### src/design/bltd_pkg.sv
`timescale 1ns / 1ps
package bltd_pkg;

  localparam int QDEPTH = 4;
  localparam int QAW = $clog2(QDEPTH);

  localparam logic [20:0] CP_ASCII_LO = 21'd33;
  localparam logic [20:0] CP_ASCII_HI = 21'd126;
  localparam logic [20:0] CP_LAT1_LO = 21'd161;
  localparam logic [20:0] CP_LAT1_HI = 21'd172;
  localparam logic [20:0] CP_LAT2_LO = 21'd174;
  localparam logic [20:0] CP_LAT2_HI = 21'h0000FF;
  localparam logic [20:0] CP_SHIFT_LO = 21'h000100;
  localparam logic [20:0] CP_SHIFT_HI = 21'h000143;
  localparam logic [20:0] CP_ONE_MAX = 21'h00007F;
  localparam logic [20:0] CP_TWO_MAX = 21'h0007FF;
  localparam logic [20:0] CP_THREE_MAX = 21'h00FFFF;

  // one decoded request for the back end: up to four bytes, cnt is count minus one
  typedef struct packed {
    logic [3:0][7:0] bytes;
    logic [1:0]      cnt;
    logic            last;
    logic            err;
  } job_t;

  function automatic job_t encode_job(input logic [20:0] cp, input logic last);
    job_t       j;
    logic [6:0] n;
    j = '0;
    n = cp[6:0];
    j.last = last;
    if ((cp >= CP_ASCII_LO && cp <= CP_ASCII_HI) ||
        (cp >= CP_LAT1_LO && cp <= CP_LAT1_HI) ||
        (cp >= CP_LAT2_LO && cp <= CP_LAT2_HI)) begin
      j.bytes[0] = cp[7:0];
    end else if (cp >= CP_SHIFT_LO && cp <= CP_SHIFT_HI) begin
      if (n <= 7'd32) begin
        j.bytes[0] = {1'b0, n};
      end else if (n <= 7'd66) begin
        j.bytes[0] = {1'b0, n} + 8'd94;
      end else begin
        j.bytes[0] = 8'd173;
      end
    end else if (cp <= CP_ONE_MAX) begin
      j.bytes[0] = cp[7:0];
    end else if (cp <= CP_TWO_MAX) begin
      j.bytes[0] = {3'b110, cp[10:6]};
      j.bytes[1] = {2'b10, cp[5:0]};
      j.cnt = 2'd1;
    end else if (cp <= CP_THREE_MAX) begin
      j.bytes[0] = {4'b1110, cp[15:12]};
      j.bytes[1] = {2'b10, cp[11:6]};
      j.bytes[2] = {2'b10, cp[5:0]};
      j.cnt = 2'd2;
    end else begin
      j.bytes[0] = {5'b11110, cp[20:18]};
      j.bytes[1] = {2'b10, cp[17:12]};
      j.bytes[2] = {2'b10, cp[11:6]};
      j.bytes[3] = {2'b10, cp[5:0]};
      j.cnt = 2'd3;
    end
    return j;
  endfunction

endpackage

### src/design/bltd_front.sv
`timescale 1ns / 1ps
module bltd_front import bltd_pkg::*; (
  input  logic       clk,
  input  logic       rst,
  input  logic       in_valid,
  output logic       in_stall,
  input  logic [7:0] in_byte,
  input  logic       in_last,
  input  logic       q_full,
  output logic       push,
  output job_t       job
);

  logic [1:0]  pending, pending_next;
  logic [20:0] partial, partial_next;
  logic        failed, failed_next;
  logic        accept;
  logic        done;
  logic        bad;
  logic [20:0] cp;

  assign in_stall = q_full;
  assign accept = in_valid && !q_full;

  always_comb begin
    pending_next = pending;
    partial_next = partial;
    failed_next = failed;
    done = 1'b0;
    bad = 1'b0;
    cp = partial;
    if (!failed) begin
      if (pending == 2'd0) begin
        if (in_byte[7] == 1'b0) begin
          cp = {13'd0, in_byte};
          done = 1'b1;
        end else if (in_byte[7:5] == 3'b110) begin
          partial_next = {16'd0, in_byte[4:0]};
          pending_next = 2'd1;
        end else if (in_byte[7:4] == 4'b1110) begin
          partial_next = {17'd0, in_byte[3:0]};
          pending_next = 2'd2;
        end else if (in_byte[7:3] == 5'b11110) begin
          partial_next = {18'd0, in_byte[2:0]};
          pending_next = 2'd3;
        end else begin
          bad = 1'b1;
        end
      end else if (in_byte[7:6] != 2'b10) begin
        bad = 1'b1;
      end else begin
        cp = {partial[14:0], in_byte[5:0]};
        partial_next = cp;
        pending_next = pending - 2'd1;
        done = (pending == 2'd1);
      end
      if (bad) begin
        failed_next = 1'b1;
        pending_next = 2'd0;
        partial_next = '0;
      end else if (done) begin
        partial_next = '0;
      end
    end
    if (in_last && (failed_next || pending_next != 2'd0)) begin
      job = '0;
      job.last = 1'b1;
      job.err = 1'b1;
      push = accept;
    end else begin
      job = encode_job(cp, in_last);
      push = accept && done;
    end
    if (in_last) begin
      pending_next = 2'd0;
      partial_next = '0;
      failed_next = 1'b0;
    end
  end

  always_ff @(posedge clk) begin
    if (rst) begin
      pending <= 2'd0;
      partial <= '0;
      failed <= 1'b0;
    end else if (accept) begin
      pending <= pending_next;
      partial <= partial_next;
      failed <= failed_next;
    end
  end

endmodule

### src/design/bltd_queue.sv
`timescale 1ns / 1ps
module bltd_queue import bltd_pkg::*; (
  input  logic clk,
  input  logic rst,
  input  logic push,
  input  job_t push_job,
  output logic full,
  input  logic pop,
  output job_t head,
  output logic empty
);

  job_t           entries [QDEPTH];
  logic [QAW-1:0] wr_ptr;
  logic [QAW-1:0] rd_ptr;
  logic [QAW:0]   count;

  assign full = (count == QDEPTH[QAW:0]);
  assign empty = (count == '0);
  assign head = entries[rd_ptr];

  always_ff @(posedge clk) begin
    if (push) begin
      entries[wr_ptr] <= push_job;
    end
  end

  always_ff @(posedge clk) begin
    if (rst) begin
      wr_ptr <= '0;
      rd_ptr <= '0;
      count <= '0;
    end else begin
      if (push) begin
        wr_ptr <= wr_ptr + 1'b1;
      end
      if (pop) begin
        rd_ptr <= rd_ptr + 1'b1;
      end
      if (push && !pop) begin
        count <= count + 1'b1;
      end else if (pop && !push) begin
        count <= count - 1'b1;
      end
    end
  end

`ifndef ASSERT_OFF
  a_no_push_full: assert property (@(posedge clk) disable iff (rst) push |-> !full)
    else $error("push into full queue");
  a_no_pop_empty: assert property (@(posedge clk) disable iff (rst) pop |-> !empty)
    else $error("pop from empty queue");
  a_count_range: assert property (@(posedge clk) disable iff (rst)
    count <= QDEPTH[QAW:0])
    else $error("queue count out of range");
`endif

endmodule

### src/design/bltd_back.sv
`timescale 1ns / 1ps
module bltd_back import bltd_pkg::*; (
  input  logic       clk,
  input  logic       rst,
  input  job_t       head,
  input  logic       q_empty,
  output logic       pop,
  output logic       out_valid,
  input  logic       out_stall,
  output logic [7:0] out_byte,
  output logic       out_last,
  output logic       out_error
);

  logic [1:0] idx;
  logic       load;
  logic       final_byte;

  assign load = !out_valid || !out_stall;
  assign final_byte = (idx == head.cnt);
  assign pop = load && !q_empty && final_byte;

  always_ff @(posedge clk) begin
    if (rst) begin
      out_valid <= 1'b0;
      idx <= 2'd0;
    end else if (load) begin
      out_valid <= !q_empty;
      if (!q_empty) begin
        idx <= final_byte ? 2'd0 : idx + 2'd1;
      end
    end
  end

  always_ff @(posedge clk) begin
    if (load && !q_empty) begin
      out_byte <= head.bytes[idx];
      out_last <= head.last && final_byte;
      out_error <= head.err;
    end
  end

`ifndef ASSERT_OFF
  a_idx_in_job: assert property (@(posedge clk) disable iff (rst)
    !q_empty |-> idx <= head.cnt)
    else $error("byte index past end of request");
  a_idle_idx: assert property (@(posedge clk) disable iff (rst)
    q_empty |-> idx == 2'd0)
    else $error("byte index not cleared with empty queue");
`endif

endmodule

### src/design/byte_level_token_decoder.sv
`timescale 1ns / 1ps
// a result passes through a request queue entry and then the back end output register
// throughput: one input byte per cycle while the queue is not full; the back end sends
// one byte per cycle unless stalled; an n-byte codepoint holds the output until all n are out
// a four-entry request queue lets the decoder keep taking bytes while the output drains
// reset: synchronous rst clears the decode state, the queue and the output valid
module byte_level_token_decoder import bltd_pkg::*; (
  input  logic       clk,
  input  logic       rst,
  input  logic       in_valid,
  output logic       in_stall,
  input  logic [7:0] in_byte,
  input  logic       in_last,
  output logic       out_valid,
  input  logic       out_stall,
  output logic [7:0] out_byte,
  output logic       out_last,
  output logic       out_error
);

  job_t push_job;
  job_t head;
  logic push;
  logic pop;
  logic q_full;
  logic q_empty;

  bltd_front u_front (
    .clk      (clk),
    .rst      (rst),
    .in_valid (in_valid),
    .in_stall (in_stall),
    .in_byte  (in_byte),
    .in_last  (in_last),
    .q_full   (q_full),
    .push     (push),
    .job      (push_job)
  );

  bltd_queue u_queue (
    .clk      (clk),
    .rst      (rst),
    .push     (push),
    .push_job (push_job),
    .full     (q_full),
    .pop      (pop),
    .head     (head),
    .empty    (q_empty)
  );

  bltd_back u_back (
    .clk       (clk),
    .rst       (rst),
    .head      (head),
    .q_empty   (q_empty),
    .pop       (pop),
    .out_valid (out_valid),
    .out_stall (out_stall),
    .out_byte  (out_byte),
    .out_last  (out_last),
    .out_error (out_error)
  );

endmodule
### config.mk
export PLATFORM = sky130hd
export DESIGN_NAME = byte_level_token_decoder
export DESIGN_NICKNAME = d
export VERILOG_FILES = /design/src/design/bltd_pkg.sv /design/src/design/bltd_front.sv /design/src/design/bltd_queue.sv /design/src/design/bltd_back.sv /design/src/design/byte_level_token_decoder.sv
export SDC_FILE = /design/constraint.sdc
export NUM_CORES = 1
export LEC_CHECK = 0
export BUFFER_PORTS_ARGS = -buffer_cell sky130_fd_sc_hd__buf_2
export CAP_MARGIN = 0
export CORE_MARGIN = 3
export CORE_UTILIZATION = 55
export CTS_CLUSTER_SIZE = 24
export DETAILED_ROUTE_END_ITERATION = 12
export GPL_ROUTABILITY_DRIVEN = 0
export PLACE_DENSITY = 0.76
export SYNTH_ARGS = -nofsm -noshare
export SYNTH_HDL_FRONTEND = slang
export SYNTH_SLANG_ARGS = --single-unit
export TNS_END_PERCENT = 1
### constraint.sdc
create_clock -name clk -period 5.5 [get_ports clk]
set_clock_uncertainty 0.2 [all_clocks]
set_input_delay 1.375 -clock clk [delete_from_list [all_inputs] [get_ports clk]]
set_output_delay 1.375 -clock clk [all_outputs]
set_load 0.02 [all_outputs]
==> results.md, run 1 <==
- Synth cell count leaders: edfxtp_1 (138), nor2_1 (64), mux4_2 (39)
- Distinct cells, synth: 73
- Antenna violations before repair: 0
- Worst EP required: around 5.5 ns
- Post-Place Worst Slack: approximately 0.11 ns
- Fin. Hold Viols: 0
- Nets: ~650
- Synthesis-stage register bit count: between 150 and 200
- CTS Root Cell: clkbuf_16
- Final Util: 62.7%
- Max Clk Rate: slightly below 200 MHz
- Post-CTS Setup Repair Bufs: 0
- Initial drt markers: between 500 and 600
- Final setup viols: 0
- Multiplexer area fraction after synthesis: around an eighth
- Actual slew at the worst max-slew pin: ~1.0 ns
- Drt pass-1 iters: 6
- Cell Int Power: 2690 µW
- Crit path from: in_byte[7]
- Clk pin slew, worst setup/hold paths: about 0.060 ns
- RSZ-0062 raised after global routing: no
- Cell area after layout: between 0.009 and 0.01 mm²
- Mean area per synthesized cell: about 14 µm²
- Flop pwr share: between 40% and 50%
- Area growth syn-to-layout: 10.8%
- Post-synth ARST share: 0%
- P_sw: 1050 µW
- Setup crit start kind: primary input
- Worst slew margin: 32.0%
- Critical path class: in -> reg
- # rows: 44
- Area leader, netlist: edfxtp_1
- TritonCTS clock tree: built
- Period minus WS final: approximately 5.1 ns
- Yosys warnings: 0
- Ratio of cells with drive above 1 in the final layout: 21.3%
- DIE AREA: between 0.015 and 0.02 mm²
- Most used DFF post-synth: edfxtp_1
- Clk_lat worst skew: roughly 0.43 ns
- R2R Path Start: u_front.pending[0]$_SDFFE_PP0P_
- Critical Path End Type: register
- HP Start: u_back.out_valid$_SDFFE_PP0N_
- Pleak: around 0.003 µW
- Post-CTS Resized: 0
- Die Ht: approximately 130 µm
- Filler cells: 1035
- Final setup TNS: 0 ns
- Htree depth: 4
- Synth top area cells: edfxtp_1 (50%), mux4_2 (11%), dfxtp_1 (8.7%), a22oi_1 (3.2%), nor2_1 (2.9%)
- VDD IR max: between 0.2 and 0.25 mV
- HP Class: reg -> reg
- Outcome: finished, final reports clean
- Placed cell areas: around 0.0086 mm²
- Clk buf depth: 2
- Period utilisation layout: about nine tenths
- Final wirelength: 17.3 mm
- Gr usage total: approximately 22%
- Post-synthesis compound-gate area fraction: approximately an eighth
- Via/cell ratio: 6.51
- EDFF count, synth: between 100 and 150
- Synth Area in Adders: 1.91%
- TritonCTS Buffers: 17
- I/O pin count: 25
- Maxcap violations: 0
- Post-Synth XOR/XNOR Area: 1.06%
- Most frequent cell after synthesis: edfxtp_1
- Hold Buf Count CTS: 0
- Setup ws final: 0.447 ns
- Cell count after synthesis: just over 600
- Crit path max fanout: 14
- Share of the synthesized area in the top cell type: between 50 and 60%
- Initial Utilization: 56.6%
- Routed Antenna Nets: 0
- Synthesized area: 0.00826 mm²
- Antenna cells: 0
- Drt wl/cell: approximately 21 µm
- Largest net degree at the start of global routing: 36
- Die width: between 100 and 150 µm
- Core Area: around 0.015 mm²
- Data arrival, critical path: 5.01 ns
- First-pass GRT wire length: between 20 and 30 mm
- Post-synth net total: between 600 and 700
- Sw Share: between 20 and 30%
- Clock power frac: between 30% and 40%
- Vias in the first global route: between 5000 and 6000
- Max-slew violations: 0
- # clock sinks: between 150 and 200
- PwrDens: a little over 400 mW/mm²
- GRT overflow: 0
- Dpl hpwl: roughly 11 mm
- DRC: 0
- Seq/Total Area, Yosys: 58.9%
- Post-synthesis simple-gate area fraction: under 10%
- Port Buffers: 24
- Comb power frac: a little under a quarter
- Largest family of logic cells by synthesized area: compound AO/OA/AOI/OAI gates
- Via count: between 5000 and 6000
## layout make-up
class	count	area (µm²)	share of cell area, %
clock buffers	18	429	4.69
clock inverters	14	165	1.80
inverters	18	67.6	0.738
multi-input cells	371	3120	34.1
flip-flops and latches	174	4870	53.2
well taps	184	230	2.52
repair buffers	44	270	2.95
## critical path, stage by stage
cell and delay (ns):
buf_2 0.21, nor3b_4 0.33, o21a_4 0.27, mux2_2 0.44
inv_2 0.20, ha_1 0.27, inv_1 0.09, a2111oi_2 0.30
nor3_1 0.11, o31a_1 0.26, and4bb_1 0.43, o21ai_2 0.24
a211oi_1 0.48
## registers in the layout, indices dropped and copies added, names as in the netlist, named ones only
name / flops
u_back.idx: 2
u_back.out_byte: 8
u_back.out_error: 1
u_back.out_last: 1
u_back.out_valid: 1
u_front.failed: 1
u_front.partial: 21
u_front.pending: 2
u_queue.count: 3
u_queue.entries: 128
u_queue.rd_ptr: 2
u_queue.wr_ptr: 2
## power groups by stage
stage / registers [µW] / clock network [µW] / logic (µW)
3_3_place_gp: 1700 / 0 / 831
5_1_grt: 1700 / 1280 / 931
6_report: 1680 / 1210 / 850
3_5_place_dp: 1710 / 0 / 854
2_1_floorplan: 1720 / 0 / 606
4_1_cts: 1680 / 1220 / 860
## logic make-up (layout without fill, tap and decap cells)
| group | Yosys count | in the layout |
|---|---|---|
| DFF | 174 | 174 |
| and+or+nand+nor | 151 | 151 |
| AOI/OAI and AO/OA | 147 | 147 |
| buffers and inverters | 60 | 94 |
| muxes | 51 | 51 |
| adders and majority gates | 12 | 12 |
| xor gates and xnor gates | 10 | 10 |
## per-layer routing
layer	GRT usage [%]	wire length [µm]	share of wire, %	vias up
met1	30.1	7350	43	2633
met2	35.2	8390	49	244
li1	-	-	-	2437
met5	0	0	0	-
met3	5.27	1160	6.7	42
met4	8.52	354	2.1	0
## final timing paths
kind	endpoint	slack [ns]	cells after the start
worst max register to register	u_queue.entries[1][12]$_DFFE_PP_	0.72	15
worst max-delay path	u_queue.entries[1][12]$_DFFE_PP_	0.45	13
worst min-delay path	u_back.out_valid$_SDFFE_PP0N_	0.27	2
worst min register to register	u_back.out_valid$_SDFFE_PP0N_	0.27	2
## per-stage QoR
stage	hold slack, ns	total power, µW	std cells
2_1_floorplan	0.267	2330	605
3_3_place_gp	0.250	2530	791
3_5_place_dp	0.259	2560	791
4_1_cts	0.268	3760	823
5_1_grt	0.286	3910	823
6_report	0.267	3740	823
## placed cells by master, fill, tap and decap left out, drive strengths merged, types with 11 or more instances in the layout
cell type,instances
edfxtp,138
a22oi,35
clkbuf,18
ha,11
buf,44
nand2,21
a21oi,19
mux4,39
nor2,65
inv,22
nor3,11
dfxtp,36
o21ai,18
(Power assumes the default switching activity.)
==> inputs of run 2 (changes only) <==
CORE_UTILIZATION = 25   (was 55)
PLACE_DENSITY = 0.43   (was 0.76)
==> results.md, run 2 (synthesized netlist as in run 1, its figures left out) <==
- Outcome: finished, final reports clean
- I/O pin count: 25
- Hold Buf Count CTS: 0
- Dpl hpwl: around 14 mm
- Htree depth: 4
- PwrDens: between 300 and 400 mW/mm²
- Routed Antenna Nets: 0
- First-pass GRT wire length: between 30 and 40 mm
- Largest net degree at the start of global routing: 36
- Period minus WS final: slightly above 5 ns
- Actual slew at the worst max-slew pin: 1.02 ns
- Post-CTS Setup Repair Bufs: 0
- Drt wl/cell: about 19 µm
- # rows: 65
- Period utilisation layout: 92.6%
- Die width: 188 µm
- Gr usage total: between 10 and 15%
- Ratio of cells with drive above 1 in the final layout: 22.7%
- Inst Count DP: 1050
- Die Ht: approximately 190 µm
- Antenna cells: 0
- TritonCTS Buffers: 17
- Most common cell after layout, fill and taps aside: edfxtp_1
- Crit path max fanout: 14
- VDD IR max: 0.172 mV
- Critical Path End Type: register
- Final wirelength: ~21 mm
- Max-slew violations: 0
- GRT overflow: 0
- Data arrival, critical path: around 5 ns
- Non-Filler Instances: about 1100
- Clk_lat worst skew: 0.43 ns
- TritonCTS clock tree: built
- Initial Utilization: between 20% and 30%
- Nets: about 660
- Max reg flops: 128
- Via/cell ratio: 4.92
- Maxcap violations: 0
- Core Area: approximately 0.032 mm²
- Clk pin slew, worst setup/hold paths: 0.07 ns
- DIE AREA: between 0.03 and 0.04 mm²
- HP Class: reg -> reg
- Filler cells: ~3300
- Vias in the first global route: 5508
- Power Total: 3770 µW
- Final Util: between 20% and 30%
- Largest registers: u_queue.entries x128, u_front.partial x21, u_back.out_byte x8
- Pleak: between 0.003 and 0.004 µW
- Minimum hold slack: between 0.2 and 0.3 ns
- DRC: 0
- # clock sinks: between 150 and 200
- CTS Root Cell: clkbuf_16
- Fin. Hold Viols: 0
- Area growth syn-to-layout: 15.4%
- Port Buffers: 24
- Critical path class: in -> reg
- Initial drt markers: 408
- RSZ-0062 raised after global routing: no
- Top reg by flops: u_queue.entries
- Max Clk Rate: roughly 200 MHz
- Clk buf depth: 2
- Drt pass-1 iters: 5
- Worst EP required: ~5.4 ns
- Antenna violations before repair: 0
- Final setup viols: 0
- Post-CTS Resized: 0
- Most frequent cells in the layout: edfxtp_1 (138), nor2_1 (64), mux4_2 (39), a22oi_1 (35), dfxtp_1 (35)
- Final setup TNS: 0 ns
- Setup crit start kind: primary input
- Via count: between 5000 and 6000
- Worst slew margin: approximately a third
run 2: changes by cell type in the layout (fill, tap and decap cells not counted):
cell	delta
a21oi_2	+1
bufinv_16	-2
clkinv_8	+3
clkinv_1	-1
clkbuf_1	-1
a21oi_1	-1
clkinvlp_4	-2
clkinv_4	+1
clkinv_2	-1
buf_4	+8
inv_8	+3
run 2: metal layers:
metal  wire [µm]  global-route usage [%]  up-vias  share of wire, %
li1            -                       -     2458                 -
met1        9770                    16.5     2695                47
met2        9720                    19.3      148                47
met3         899                    2.54       19               4.3
met4         273                    3.29        0               1.3
met5           0                       0        -                 0
run 2: critical path: stages:
cell	delay, ns
buf_2	0.22
nor3b_4	0.35
o21a_4	0.28
mux2_2	0.43
inv_2	0.08
buf_4	0.17
ha_1	0.25
a2111oi_2	0.11
o32ai_1	0.30
a31oi_1	0.14
and4bb_1	0.31
o21ai_2	0.73
nor3_1	0.25
run 2: final timing paths:
kind                              startpoint                               end  slack (ns)  cells past startpoint
max                               in_byte[7]  u_queue.entries[3][14]$_DFFE_PP_        0.41                     13
min reg2reg    u_back.out_valid$_SDFFE_PP0N_     u_back.out_valid$_SDFFE_PP0N_        0.28                      2
max reg2reg  u_front.pending[0]$_SDFFE_PP0P_  u_queue.entries[3][14]$_DFFE_PP_        0.88                     14
min            u_back.out_valid$_SDFFE_PP0N_     u_back.out_valid$_SDFFE_PP0N_        0.28                      2
run 2: layout make-up:
class / instances / area, µm² / area share (%)
inverters: 18 / 67.6 / 0.709
clock buffers: 17 / 425 / 4.46
clock inverters: 15 / 173 / 1.81
repair buffers: 52 / 330 / 3.47
flip-flops and latches: 174 / 4870 / 51.0
well taps: 435 / 544 / 5.71
multi-input cells: 371 / 3130 / 32.8
run 2: metrics by stage:
step                      worst slack (ns)  area, µm²
after floorplan                      0.914       8260
after global placement               0.167       8930
after detailed placement           -0.0345       8930
after CTS                            0.430       9530
after global routing                0.0853       9530
final                                0.405       9530
run 2: power breakdown:
part | total, µW | internal, µW | switching [µW]
Combinational | 889 | 387 | 502
Sequential | 1680 | 1590 | 87.5
Clock | 1200 | 648 | 556
Total | 3770 | 2630 | 1150
